**src/design/rsst_pkg.sv**
```systemverilog
package rsst_pkg;

  localparam int DATA_W           = 32;
  localparam int IDX_W            = 10;
  localparam int CFG_W            = 11;
  localparam int MAX_ELEMENTS_DEF = 1024;
  localparam int CMD_DEPTH        = 2;

  // Input tdata layout, lowest bit first.
  localparam int IN_TDATA_W = 64;
  localparam int ELEM_LSB   = 0;
  localparam int VALUE_LSB  = ELEM_LSB + IDX_W;
  localparam int LEFT_LSB   = VALUE_LSB + DATA_W;
  localparam int RIGHT_LSB  = LEFT_LSB + IDX_W;

  typedef enum logic {
    OP_WRITE = 1'b0,
    OP_QUERY = 1'b1
  } op_t;

  typedef enum logic [1:0] {
    CMD_WRITE,
    CMD_QUERY,
    CMD_EMPTY
  } cmd_kind_t;

  // One classified command. For a write, a_idx is the element and value the data.
  // For a query, a_idx and b_idx are the inclusive bounds, with b_idx clipped to the count.
  typedef struct packed {
    cmd_kind_t          kind;
    logic [IDX_W-1:0]   a_idx;
    logic [IDX_W-1:0]   b_idx;
    logic [DATA_W-1:0]  value;
  } cmd_t;

  typedef struct packed {
    logic push;
    logic full;
  } fifo_wr_t;

  typedef struct packed {
    logic pop;
    logic empty;
  } fifo_rd_t;

  typedef enum logic [2:0] {
    B_CLEAR,
    B_IDLE,
    B_W_LEAF,
    B_W_WALK,
    B_Q_WALK,
    B_Q_DRAIN,
    B_DONE
  } back_state_t;

endpackage

```
**src/design/rsst_fifo.sv**
```systemverilog
module rsst_fifo (
  input  logic              clk,
  input  logic              rst_n,
  input  logic              push,
  input  rsst_pkg::cmd_t    push_cmd,
  output logic              full,
  input  logic              pop,
  output rsst_pkg::cmd_t    pop_cmd,
  output logic              empty
);
  import rsst_pkg::*;

  localparam int PW = (CMD_DEPTH > 1) ? $clog2(CMD_DEPTH) : 1;
  localparam int CW = $clog2(CMD_DEPTH + 1);

  cmd_t          slot_r [CMD_DEPTH];
  logic [PW-1:0] wr_ptr_r, wr_ptr_nxt;
  logic [PW-1:0] rd_ptr_r, rd_ptr_nxt;
  logic [CW-1:0] fill_r, fill_nxt;
  logic          do_push, do_pop;

  assign full     = (fill_r == CW'(CMD_DEPTH));
  assign empty    = (fill_r == '0);
  assign do_push  = push && !full;
  assign do_pop   = pop && !empty;
  assign pop_cmd  = slot_r[rd_ptr_r];

  always_comb begin
    wr_ptr_nxt = wr_ptr_r;
    rd_ptr_nxt = rd_ptr_r;
    fill_nxt   = fill_r;
    if (do_push) begin
      wr_ptr_nxt = (wr_ptr_r == PW'(CMD_DEPTH - 1)) ? '0 : wr_ptr_r + PW'(1);
    end
    if (do_pop) begin
      rd_ptr_nxt = (rd_ptr_r == PW'(CMD_DEPTH - 1)) ? '0 : rd_ptr_r + PW'(1);
    end
    if (do_push && !do_pop) begin
      fill_nxt = fill_r + CW'(1);
    end else if (do_pop && !do_push) begin
      fill_nxt = fill_r - CW'(1);
    end
  end

  always_ff @(posedge clk) begin
    if (!rst_n) begin
      wr_ptr_r <= '0;
      rd_ptr_r <= '0;
      fill_r   <= '0;
    end else begin
      wr_ptr_r <= wr_ptr_nxt;
      rd_ptr_r <= rd_ptr_nxt;
      fill_r   <= fill_nxt;
    end
  end

  always_ff @(posedge clk) begin
    if (do_push) begin
      slot_r[wr_ptr_r] <= push_cmd;
    end
  end

endmodule

```
**config.mk**
```make
export PLATFORM = sky130hd
export DESIGN_NAME = rsst_fifo
export DESIGN_NICKNAME = d
export VERILOG_FILES = /design/src/design/rsst_pkg.sv /design/src/design/rsst_fifo.sv
export SDC_FILE = /design/constraint.sdc
export NUM_CORES = 1
export LEC_CHECK = 0
export ABC_AREA = 1
export BUFFER_PORTS_ARGS = -buffer_cell sky130_fd_sc_hd__buf_2
export CAP_MARGIN = 5
export CORE_MARGIN = 8
export CORE_UTILIZATION = 25
export DETAILED_ROUTE_END_ITERATION = 8
export SYNTH_ARGS = -nofsm -noshare
export SYNTH_HDL_FRONTEND = slang
export SYNTH_SLANG_ARGS = --single-unit
```
**constraint.sdc**
```tcl
create_clock -name clk -period 8.2 [get_ports clk]
set_clock_uncertainty 0.05 [all_clocks]
set_input_delay 0.82 -clock clk [delete_from_list [all_inputs] [get_ports clk]]
set_output_delay 0.82 -clock clk [all_outputs]
set_load 0.005 [all_outputs]
```
==> reports/summary.txt <==
RUN STATUS
----------------------------------------------------------------------------------------
Outcome ................................................................... finished, final reports clean

POWER
----------------------------------------------------------------------------------------
Static leakage ............................................................   0.00222 uW
Worst VDD drop ............................................................     0.144 mV
Ratio of total power to cell area .........................................  312 mW/mm^2

STA
----------------------------------------------------------------------------------------
Highest attainable clock frequency ........................................    0.352 GHz
Headroom to the max-slew limit ............................................        0.345
Max-slew violation count ..................................................            0
Shortest clock period the worst path allows after layout ..................      2840 ps
Transition time of the tightest slew-check pin ............................       982 ps
Setup violation total in the final timing report ..........................            0
Final period utilization ..................................................        0.346
TNS Setup .................................................................         0 ps
Number of endpoints with negative hold slack in the final report ..........            0
Setup repair after global routing missed its margin .......................        false

FINISH
----------------------------------------------------------------------------------------
Sequential cell area ...................................................... 0.00335 mm^2
Nets ......................................................................          393
FILL cells ................................................................         1683
Layout cell share with drive strength beyond 1 ............................        0.565
Total area of multi-input combinational cells .............................     922 um^2
Antenna diode count .......................................................            0
Final design utilization ..................................................        0.329
Non-filler cells in the finished layout ...................................          570
Layout-stage area growth over the synthesis result ........................        29.1%

WORST SETUP PATH
----------------------------------------------------------------------------------------
Arrival time reported for the critical path endpoint ......................      1970 ps
Delay contributed by the slowest stage of the critical path ...............       990 ps
Classification of the worst setup path ....................................      reg2out
Max Fanout on Critical Path ...............................................           54
Kind of start point of the critical path ..................................     register
Critical path data required time ..........................................      7330 ps
Buffers & Inverters on Critical Path ......................................            1
Stages on worst setup path ................................................            2
Kind of end point of the critical path ....................................   output pin
Cell with the largest stage delay on the worst path .......................      dfxtp_4
Cells along the critical path ............................................. mux2_2, buf_2
Worst R2R Path Depth ......................................................            4
Kind of cell adding the most delay to the critical path ...................   flip-flops

GLOBAL ROUTE
----------------------------------------------------------------------------------------
Total Routing Usage GR ....................................................       0.0811
Via count of the first global-routing pass ................................         2487
First-pass GRT wire length ................................................     13400 um
Pin count of the biggest net entering global routing ......................           55
Grt total ovfl ............................................................            0
Number of antenna violations at the first check in global routing .........            0

SYNTHESIS
----------------------------------------------------------------------------------------
Ys async rst share ........................................................            0
Number of flops mapped to enable cells by yosys ...........................          108
Number of cells produced by synthesis .....................................          206
Count of unique library cells instantiated by Yosys .......................           15
Dominant synthesized flop cell ............................................     edfxtp_1
Share of the yosys chip area belonging to registers .......................        0.761
Yosys Warn Count ..........................................................            0
Mapped Nets ...............................................................          265
Number of flip-flops and latches in the synthesized netlist ...............          113
Post-Synthesis Cell Area .................................................. 0.00440 mm^2
Post-synthesis average cell area ..........................................    21.3 um^2

PLACE
----------------------------------------------------------------------------------------
Total placed cells including tap cells ....................................          540
Total half-perimeter wirelength after legalization and detailed placement .      6090 um
Number of I/O port buffers ................................................          113
GPL Wtd Cong ..............................................................        0.683

CLOCK NETWORK
----------------------------------------------------------------------------------------
Num CTS Buffers ...........................................................           17
Hold-fix buffer count after cts ...........................................            0
Resize count post-CTS .....................................................            0
TritonCTS clock tree ......................................................          yes
Number of H-tree levels ...................................................            4
Clk slew on worst S/H paths ...............................................        50 ps
Clock insertion delay at the later pin of the skew report .................       400 ps
Cell at the root of the clock tree ........................................    clkbuf_16
Bufs on Longest Clock Path ................................................            2
Post-CTS setup buffers ....................................................            0
Clock Sink Count ..........................................................          113

ROUTING
----------------------------------------------------------------------------------------
Vias per Instance .........................................................         3.82
Residual DRC count ........................................................            0
Routed Antenna Nets .......................................................            0
Total wirelength of the detailed-routed design ............................      8640 um
Avg WL per Cell ...........................................................      15.2 um
Violation count after the first detailed-routing iteration ................           60
Iteration count of the initial detailed-routing pass ......................            4
Vias post-DR ..............................................................         2179

FLOORPLAN
----------------------------------------------------------------------------------------
I/O pin cnt ...............................................................          114
Initial core utilization ..................................................        0.255
Width of the die ..........................................................       149 um
DIE HEIGHT ................................................................       149 um
Placeable core area .......................................................  0.0172 mm^2
Total number of placement rows ............................................           48
Die footprint .............................................................  0.0221 mm^2

WORST HOLD PATH
----------------------------------------------------------------------------------------
Worst min-delay path category .............................................      reg2reg
WHS Path Cells ............................................................            2

RUN
----------------------------------------------------------------------------------------
Count of maximum capacitance violations ...................................            0

## registers in the layout (all words and copies together) (netlist names), named ones only
| signal | cells |
|---|---|
| slot_r | 108 |
| wr_ptr_r | 1 |
| rd_ptr_r | 1 |
| fill_r | 2 |
## routing by layer
metal  track usage  up-vias  share of wire
met5             0        -              0
met4        0.0490        0          0.014
met3        0.0401        6          0.083
met2         0.130       68           0.51
met1        0.0844     1056           0.39
li1              -     1049              -
## synth_stat cells, types with 2 or more instances
cell type / number / area [um^2]
dfxtp_1: 5 / 100
o21ai_0: 2 / 10.0
mux2_4: 50 / 751
nor2_1: 11 / 41.3
nand2_1: 6 / 22.5
inv_1: 9 / 33.8
edfxtp_1: 108 / 3240
buf_12: 5 / 100
mux2_2: 4 / 45.0
## cells in the final DEF, fill, tap and decap left out, drive strengths merged
| cell type | instances |
|---|---|
| clkbuf | 20 |
| bufinv | 1 |
| nand2 | 6 |
| nand4 | 1 |
| clkinv | 8 |
| a21oi | 1 |
| dfxtp | 5 |
| nand3 | 1 |
| edfxtp | 108 |
| inv | 9 |
| ha | 1 |
| clkinvlp | 1 |
| buf | 115 |
| nor2 | 11 |
| o21ai | 3 |
| mux2 | 54 |
## tightest hold or removal path, stage by stage, from the launching register on
cell and delay [ps]:
dfxtp_1 320, nor2_1 60, nor2_1 80
## stage by stage
stage,power (uW),hold WS (ps),cell area (um^2),setup WS (ps)
6_report,1770,449,5670,5360
5_1_grt,1860,511,5670,5230
4_1_cts,1810,462,5670,5270
3_5_place_dp,1160,448,5160,5520
3_3_place_gp,1150,429,5160,5640
2_1_floorplan,1040,417,4400,4530
## final timing paths
path	start	to	slack (ps)
max	register	pop_cmd[31]	5360
min	rd_ptr_r	register	450
max reg2reg	fill_r[1]	slot_r[1][46]	6060
min reg2reg	rd_ptr_r	register	450
## cells by family after synthesis
kind of cell,count (synthesis),share of synthesized area
AOI/OAI and AO/OA,4,0.00541
adders and majority gates,1,0.00285
buffers and inverters,15,0.0330
DFF,113,0.761
muxes,54,0.181
and+or+nand+nor,19,0.0171
## power by group
part | leakage [uW] | total (uW) | switching [uW] | internal (uW)
Combinational | 0.000923 | 344 | 145 | 199
Sequential | 0.00105 | 794 | 61.6 | 733
Clock | 0.000247 | 631 | 227 | 404
## layout make-up
cell class,instances,area share
well taps,225,0.0496
repair buffers,115,0.102
inverters,9,0.00596
flip-flops and latches,113,0.590
clock buffers,20,0.0770
clock inverters,10,0.0126
multi-input cells,78,0.163
Power figures use the tool's default switching activity.
