==> src/design/rsst_pkg.sv <==
package rsst_pkg;

  localparam int DATA_W           = 32;
  localparam int IDX_W            = 10;
  localparam int CFG_W            = 11;
  localparam int MAX_ELEMENTS_DEF = 1024;
  localparam int CMD_DEPTH        = 2;

  // Input tdata layout, lowest bit first.
  localparam int IN_TDATA_W = 64;
  localparam int ELEM_LSB   = 0;
  localparam int VALUE_LSB  = ELEM_LSB + IDX_W;
  localparam int LEFT_LSB   = VALUE_LSB + DATA_W;
  localparam int RIGHT_LSB  = LEFT_LSB + IDX_W;

  typedef enum logic {
    OP_WRITE = 1'b0,
    OP_QUERY = 1'b1
  } op_t;

  typedef enum logic [1:0] {
    CMD_WRITE,
    CMD_QUERY,
    CMD_EMPTY
  } cmd_kind_t;

  // One classified command. For a write, a_idx is the element and value the data.
  // For a query, a_idx and b_idx are the inclusive bounds, with b_idx clipped to the count.
  typedef struct packed {
    cmd_kind_t          kind;
    logic [IDX_W-1:0]   a_idx;
    logic [IDX_W-1:0]   b_idx;
    logic [DATA_W-1:0]  value;
  } cmd_t;

  typedef struct packed {
    logic push;
    logic full;
  } fifo_wr_t;

  typedef struct packed {
    logic pop;
    logic empty;
  } fifo_rd_t;

  typedef enum logic [2:0] {
    B_CLEAR,
    B_IDLE,
    B_W_LEAF,
    B_W_WALK,
    B_Q_WALK,
    B_Q_DRAIN,
    B_DONE
  } back_state_t;

endpackage

==> src/design/rsst_front.sv <==
module rsst_front #(
  parameter int MAX_ELEMENTS = rsst_pkg::MAX_ELEMENTS_DEF
) (
  input  logic                              clk,
  input  logic                              rst_n,
  input  logic                              cfg_we,
  input  logic [rsst_pkg::CFG_W-1:0]        cfg_wdata,
  input  logic                              in_tvalid,
  output logic                              in_tready,
  input  logic [rsst_pkg::IN_TDATA_W-1:0]   in_tdata,
  input  logic                              in_tuser,
  input  logic                              back_ready,
  output rsst_pkg::fifo_wr_t                fifo_wr,
  input  logic                              fifo_full,
  output rsst_pkg::cmd_t                    cmd
);
  import rsst_pkg::*;

  logic [CFG_W-1:0]  count_r, count_nxt;
  logic [CFG_W-1:0]  last_idx;
  logic [CFG_W-1:0]  hi_clip;
  logic [IDX_W-1:0]  elem_idx, left_idx, right_idx;
  logic [DATA_W-1:0] value;
  logic              accept;
  logic              write_ok;
  op_t               op;

  // Saturate a written count into 1..MAX_ELEMENTS.
  always_comb begin
    count_nxt = count_r;
    if (cfg_we) begin
      if (cfg_wdata == '0) begin
        count_nxt = CFG_W'(1);
      end else if (32'(cfg_wdata) > 32'(MAX_ELEMENTS)) begin
        count_nxt = CFG_W'(MAX_ELEMENTS);
      end else begin
        count_nxt = cfg_wdata;
      end
    end
  end

  always_ff @(posedge clk) begin
    if (!rst_n) begin
      count_r <= (MAX_ELEMENTS < 1024) ? CFG_W'(MAX_ELEMENTS) : CFG_W'(1024);
    end else begin
      count_r <= count_nxt;
    end
  end

  assign op        = op_t'(in_tuser);
  assign elem_idx  = in_tdata[ELEM_LSB +: IDX_W];
  assign value     = in_tdata[VALUE_LSB +: DATA_W];
  assign left_idx  = in_tdata[LEFT_LSB +: IDX_W];
  assign right_idx = in_tdata[RIGHT_LSB +: IDX_W];

  assign last_idx  = count_r - CFG_W'(1);
  assign hi_clip   = ({1'b0, right_idx} > last_idx) ? last_idx : {1'b0, right_idx};
  assign write_ok  = ({1'b0, elem_idx} < count_r);

  assign in_tready = back_ready && !fifo_full;
  assign accept    = in_tvalid && in_tready;

  // Out-of-range writes are accepted and dropped here; they never reach the queue.
  always_comb begin
    cmd.value = value;
    unique case (op)
      OP_WRITE: begin
        cmd.kind  = CMD_WRITE;
        cmd.a_idx = elem_idx;
        cmd.b_idx = elem_idx;
        fifo_wr.push = accept && write_ok;
      end
      OP_QUERY: begin
        cmd.kind  = ({1'b0, left_idx} > hi_clip) ? CMD_EMPTY : CMD_QUERY;
        cmd.a_idx = left_idx;
        cmd.b_idx = hi_clip[IDX_W-1:0];
        fifo_wr.push = accept;
      end
      default: begin
        cmd.kind  = CMD_EMPTY;
        cmd.a_idx = left_idx;
        cmd.b_idx = right_idx;
        fifo_wr.push = 1'b0;
      end
    endcase
    fifo_wr.full = fifo_full;
  end

endmodule

==> config.mk <==
export PLATFORM = sky130hd
export DESIGN_NAME = rsst_front
export DESIGN_NICKNAME = d
export VERILOG_FILES = /design/src/design/rsst_pkg.sv /design/src/design/rsst_front.sv
export SDC_FILE = /design/constraint.sdc
export NUM_CORES = 1
export LEC_CHECK = 0
export BUFFER_PORTS_ARGS = -buffer_cell sky130_fd_sc_hd__buf_2
export CAP_MARGIN = 40
export CORE_ASPECT_RATIO = 1.25
export CORE_UTILIZATION = 33
export CTS_CLUSTER_SIZE = 12
export DETAILED_ROUTE_END_ITERATION = 10
export PLACE_DENSITY = 0.66
export SYNTH_ARGS = -nofsm -noshare
export SYNTH_HDL_FRONTEND = slang
export SYNTH_SLANG_ARGS = --single-unit
==> constraint.sdc <==
create_clock -name clk -period 5.7 [get_ports clk]
set_input_delay 0.855 -clock clk [delete_from_list [all_inputs] [get_ports clk]]
set_output_delay 0.855 -clock clk [all_outputs]
set_load 0.01 [all_outputs]
==> flow_summary_export.csv, run 1 <==
group,metric,value,unit
outcome,status,"finished, final reports clean",
synthesis,postSynthCellCount,256,
synthesis,syn_nets,368,
synthesis,avgSynthCellArea,7.41,um^2
clock_tree,path_clk_slew,0.05,ns
critical_path,required,4.85,ns
synthesis,ys_async_sr_fraction,0,
route,drc,0,
worst_hold_path,hp-class,"reg2reg",
global_route,grt_pass1_vias,1756,
clock_tree,clk_latency,0.24,ns
worst_hold_path,hold_start,"count_r[10]",
route,ant_nets,0,
layout,layout-drive-gt1-share,0.308,
sta,finalClockSkew,0,ns
route,wire_per_inst,13.2,um
job,max-cap-violations,0,
critical_path,reg2reg_from,"count_r[4]",
route,drt_pass1_iterations,4,
layout,final_core_util,0.387,
floorplanning,die_x,69.8,um
floorplanning,fp-row-count,30,
critical_path,startpoint,"count_r[0]",
sta,worst_pin_slew,0.554,ns
synthesis,ys_types,40,
sta,setup_viol,0,
route,viasPerCell,5.02,
power,power,0.000363,W
floorplanning,die_h,86.8,um
floorplanning,die_area,0.00606,mm^2
layout,regMostFlops,"count_r",
floorplanning,io_pins,139,
clock_tree,ctsResizeCount,0,
clock_tree,cts_made_buffers,3,
layout,num-nets-final,408,
synthesis,synth-edff-count,0,
sta,max_freq,187,MHz
critical_path,worst-path-max-fanout,10,
layout,layout.cells.non_filler,359,
critical_path,crit_path_start_kind,"flop",
global_route,grt_pass1_wl,7760,um
synthesis,ys_seq_area_frac,0.116,
layout,multiInputGateArea,0.00132,mm^2
floorplanning,start_util,0.346,
critical_path,critPathKind,"reg2out",
clock_tree,ctsHtreeMaxLevel,1,
critical_path,crit_arrival,4.50,ns
power,leakagePower,1.07,nW
route,wirelength,4730,um
global_route,grt_start_max_net_pins,20,
route,dr_total_vias,1801,
place,placed_cells,355,
synthesis,yosys_warnings,0,
route,first_iter_violations,60,
sta,rsz0062_at_grt,"false",
sta,fin_crit,5.35,ns
floorplanning,core,0.00548,mm^2
power,vdd_drop_max,0.114,mV
sta,max_slew_margin,0.621,
layout,syn2layout_area_growth,11.7,%
global_route,grt_overflow_total,0,
synthesis,yosysTopAreaCell,"ha_1",
clock_tree,cts.sinks,11,
sta,finalHoldViolations,0,
clock_tree,cts_hold_buf,0,
place,dpl.hpwl,4130,um
synthesis,ys_seq_elements,11,
layout,reg_top3,"count_r x11",
clock_tree,postCtsSetupRepairBufs,0,
synthesis,synthFlopType,"dfxtp_1",
power,power.density,171,mW/mm^2
global_route,antenna_found_initial,0,
place,portBuffers,72,
global_route,grtUsageTotal,0.158,
clock_tree,root_buffer,"clkbuf_8",
layout,fill_cells,608,
layout,seqCellArea,220,um^2
clock_tree,cts_tree,"built",
place,place_congestion,0.817,
sta,tns,0,ns
layout,largest_register_ffs,11,
synthesis,yosysTopAreaCellShare,0.198,
layout,num_antenna_cells,0,
sta,period_share,0.939,
synthesis,synth_area_leaders,"ha_1, buf_4, dfxtp_1",
clock_tree,clock_tree.buffer_depth,2,
sta,finalMaxSlewViolations,0,
synthesis,syn-cell-area,0.00190,mm^2
critical_path,end_kind,"primary output",
==> critical path, cell delays in order (launching register included) <==
cell,delay [ns]
dfxtp_1,0.40
inv_1,0.10
ha_1,0.24
nor3b_2,0.19
and2_2,0.21
xnor2_1,0.15
ha_1,0.32
o21ai_0,0.07
or2b_2,0.16
o211ai_1,0.12
a21oi_4,0.37
mux2_2,0.40
ha_1,0.30
a21o_1,0.19
a21o_1,0.18
a2111oi_0,0.54
o21a_1,0.20
buf_2,0.12
==> through the flow <==
stage | hold slack [ns] | worst slack (ns) | cell area (um^2)
2_1_floorplan | 0.492 | 1.06 | 1900
3_3_place_gp | 0.559 | 0.630 | 2070
3_5_place_dp | 0.583 | 0.575 | 2070
4_1_cts | 0.599 | 0.295 | 2120
5_1_grt | 0.663 | 0.0338 | 2120
6_report | 0.598 | 0.350 | 2120
==> final cells by class <==
class                           count  area share
Tap cell                           64      0.0378
Multi-Input combinational cell    184       0.625
Clock buffer                        4      0.0213
Timing Repair Buffer               72       0.170
Inverter                           24      0.0425
Sequential cell                    11       0.104
==> cells in the final DEF, fill, tap and decap left out, drive strengths merged, types with 2 or more instances in the layout <==
cell and count:
buf 72, nand2 40, ha 30, o21ai 26, inv 23, dfxtp 11
mux2 10, and2 10, nor2 8, xnor2 8, nand4 6, a21o 6
nor4 6, a21oi 6, clkbuf 4, a211oi 3, nor2b 3, nor3 2
mux2i 2, o21a 2, nand3 2, nand2b 2
==> cell usage after synthesis, types with 6 or more instances <==
cell type / instances
nand2_1: 40
mux2_2: 9
buf_4: 33
a21o_1: 6
inv_1: 23
dfxtp_1: 11
ha_1: 30
and2_1: 9
xnor2_1: 8
nand4_1: 6
nor2_1: 8
o21ai_0: 25
==> kinds of logic (layout without fill, tap and decap cells) <==
family                     Yosys count  in the layout  synth area share
and+or+nand+nor                     82             82             0.218
buffers and inverters               61            100             0.186
AOI/OAI and AO/OA                   51             51             0.168
adders and majority gates           31             31             0.203
DFF                                 11             11             0.116
muxes                               12             12            0.0719
xor gates and xnor gates             8              8            0.0369
==> final timing paths <==
| kind | endpoint | slack (ns) | depth (start not counted) |
|---|---|---|---|
| setup / recovery | cmd[52] | 0.35 | 17 |
| hold / removal | count_r[10] | 0.60 | 2 |
| setup reg to reg | count_r[4] | 4.81 | 3 |
| hold reg to reg | count_r[10] | 0.60 | 2 |
==> routing by layer <==
layer | up-vias | GRT usage | share of wire
met5 | - | 0 | 0
met2 | 53 | 0.272 | 0.46
met1 | 799 | 0.190 | 0.44
met4 | 0 | 0.0964 | 0.043
met3 | 21 | 0.0151 | 0.054
li1 | 928 | - | -
==> where the power goes <==
group / total [W] / switching (W) / internal, W
logic: 0.000199 / 0.000105 / 0.0000942
registers: 0.0000850 / 0.00000453 / 0.0000804
clock network: 0.0000795 / 0.0000304 / 0.0000492
(Power assumes the default switching activity.)
==> run 2, diff against run 1 <==
ABC_AREA = 1   (was default)
GPL_ROUTABILITY_DRIVEN = 0   (was default)
PLACE_DENSITY = 0.63   (was 0.66)
==> flow_summary_export.csv, run 2 <==
group,metric,value,unit
global_route,grt_overflow_total,0,
critical_path,crit_path_start_kind,"flop",
sta,period_share,0.794,
route,wire_per_inst,11.2,um
layout,final_core_util,0.380,
job,max-cap-violations,0,
synthesis,yosys_warnings,0,
place,dpl.hpwl,4650,um
clock_tree,ctsHtreeMaxLevel,1,
critical_path,end_kind,"primary output",
synthesis,synth_area_leaders,"nand2_1, ha_1, buf_4",
global_route,grtUsageTotal,0.164,
critical_path,crit_path_cell_trace,"inv_1 > ha_1 > nand2_2 > nor2_1 > xor2_1 > ha_1 > a21o_1 > a21oi_1 > inv_1 > nand3_1 > o21ai_4 > nand3_1 > nand2_1 > ha_1 > nand2_1 > nor3_1 > nand4_1 > a21oi_1 > buf_2",
clock_tree,clk_latency,0.23,ns
layout,num-nets-final,497,
floorplanning,die_h,91.3,um
synthesis,ys_async_sr_fraction,0,
floorplanning,io_pins,139,
synthesis,yosysTopAreaCellShare,0.189,
route,ant_nets,0,
floorplanning,fp-row-count,32,
layout,largest_register_ffs,11,
critical_path,critPathKind,"reg2out",
worst_hold_path,hp-class,"reg2reg",
clock_tree,ctsResizeCount,0,
synthesis,ys_types,31,
route,viasPerCell,4.65,
sta,fin_crit,4.52,ns
synthesis,syn_nets,459,
route,wirelength,5250,um
synthesis,ys_seq_area_frac,0.105,
clock_tree,cts_hold_buf,0,
place,portBuffers,72,
layout,layout-drive-gt1-share,0.240,
critical_path,cp_slowest_cell,"dfxtp_1",
sta,rsz0062_at_grt,"false",
power,power.density,172,mW/mm^2
floorplanning,start_util,0.341,
layout,fill_cells,711,
global_route,grt_start_max_net_pins,21,
clock_tree,postCtsSetupRepairBufs,0,
synthesis,avgSynthCellArea,6.06,um^2
layout,syn2layout_area_growth,11.4,%
sta,tns,0,ns
sta,worst_pin_slew,0.504,ns
layout,final_common_cell,"nand2_1",
critical_path,ff2ff_setup_slack,4.96,ns
route,dr_total_vias,2183,
layout,layout_common_cells,"nand2_1, buf_2, inv_1, nand3_1, ha_1",
sta,max_slew_margin,0.664,
synthesis,synth_common_cells,"nand2_1, inv_1, nand3_1",
sta,finalClockSkew,0,ns
critical_path,crit_arrival,3.67,ns
sta,finalMaxSlewViolations,0,
clock_tree,cts.sinks,11,
synthesis,yosysTopAreaCell,"nand2_1",
layout,reg_top3,"count_r x11",
critical_path,required,4.85,ns
route,drc,0,
floorplanning,die_area,0.00670,mm^2
power,leakagePower,1.36,nW
outcome,status,"finished, final reports clean",
global_route,grt_pass1_vias,2107,
synthesis,postSynthCellCount,347,
critical_path,max_stage_delay,0.33,ns
clock_tree,cts_tree,"built",
synthesis,ys_seq_elements,11,
power,vdd_drop_max,0.120,mV
global_route,antenna_found_initial,0,
floorplanning,die_x,73.4,um
global_route,grt_pass1_wl,8830,um
clock_tree,root_buffer,"clkbuf_8",
synthesis,syn-cell-area,0.00210,mm^2
synthesis,synth-edff-count,0,
clock_tree,path_clk_slew,0.05,ns
layout,regMostFlops,"count_r",
sta,max_freq,221,MHz
critical_path,worst-path-max-fanout,10,
route,drt_pass1_iterations,4,
clock_tree,cts_made_buffers,3,
floorplanning,core,0.00617,mm^2
layout,num_antenna_cells,0,
route,first_iter_violations,106,
synthesis,synth_most_common_cell,"nand2_1",
sta,finalHoldViolations,0,
sta,setup_viol,0,
synthesis,synthFlopType,"dfxtp_1",
clock_tree,clock_tree.buffer_depth,2,
critical_path,critPathMostFrequentCell,"ha_1",
## run 2: changes by cell type after synthesis, moves of 6 or more
cell | before | now
mux2_2 | 9 | 0
nand3_1 | 2 | 36
a21oi_1 | 5 | 24
xnor2_1 | 8 | 1
nand2_1 | 40 | 106
nor2_1 | 8 | 21
o21ai_0 | 25 | 5
inv_1 | 23 | 37
and2_1 | 9 | 1
xor2_1 | 0 | 6
## run 2: logic make-up (layout without fill, tap and decap cells)
group / count (synthesis) / after routing / synth area share
AND/OR/NAND/NOR: 186 / 186 / 0.397
buffers and inverters: 80 / 117 / 0.203
AO/OA/AOI/OAI: 33 / 33 / 0.0880
adder cells (fa/ha/maj): 30 / 30 / 0.178
flip-flops: 11 / 11 / 0.105
XOR/XNOR: 7 / 7 / 0.0291
## run 2: worst max-delay path: cells and delay by family (launching register included)
family	cells	cell delay, ns
simple gates	8	1.02
flops	1	0.33
fa+ha+maj	3	0.81
buf+inv	3	0.39
xor+xnor	1	0.25
compound gates	4	0.62
## run 2: final timing paths
| check | endpoint | startpoint | cells after the start |
|---|---|---|---|
| worst max register to register | count_r[10] | count_r[10] | 2 |
| worst min-delay path | count_r[7] | count_r[7] | 2 |
| worst max-delay path | cmd[52] | count_r[0] | 19 |
| worst min register to register | count_r[7] | count_r[7] | 2 |
## run 2: metal layers
metal	track usage	vias up	wire length, um
li1	-	1163	-
met1	0.197	922	2210
met2	0.284	67	2490
met3	0.00888	31	296
met4	0.0946	0	253
met5	0	-	0
## run 2: layout make-up
class                      count  area, um^2  area share
clock buffer                   4        45.0      0.0192
inverter                      41         154      0.0657
multi-input combinational    256        1460       0.622
sequential                    11         220      0.0940
tap                           85         106      0.0454
timing repair buffer          72         360       0.154
## run 2: report_power, final
| group | total, W | switching, W | internal (W) |
|---|---|---|---|
| registers | 0.0000838 | 0.00000338 | 0.0000804 |
| clock network | 0.0000763 | 0.0000274 | 0.0000489 |
| logic | 0.000244 | 0.000148 | 0.0000952 |
## run 2: per-stage QoR
stage	cells	hold WS, ns	instance area (um^2)	worst slack, ns	power (W)
final	469	0.481	2340	1.18	0.000404
after global routing	469	0.522	2340	0.799	0.000444
after CTS	469	0.482	2340	1.16	0.000409
after detailed placement	465	0.474	2300	1.42	0.000332
after global placement	465	0.468	2300	1.43	0.000327
after floorplan	347	0.458	2100	1.91	0.000279
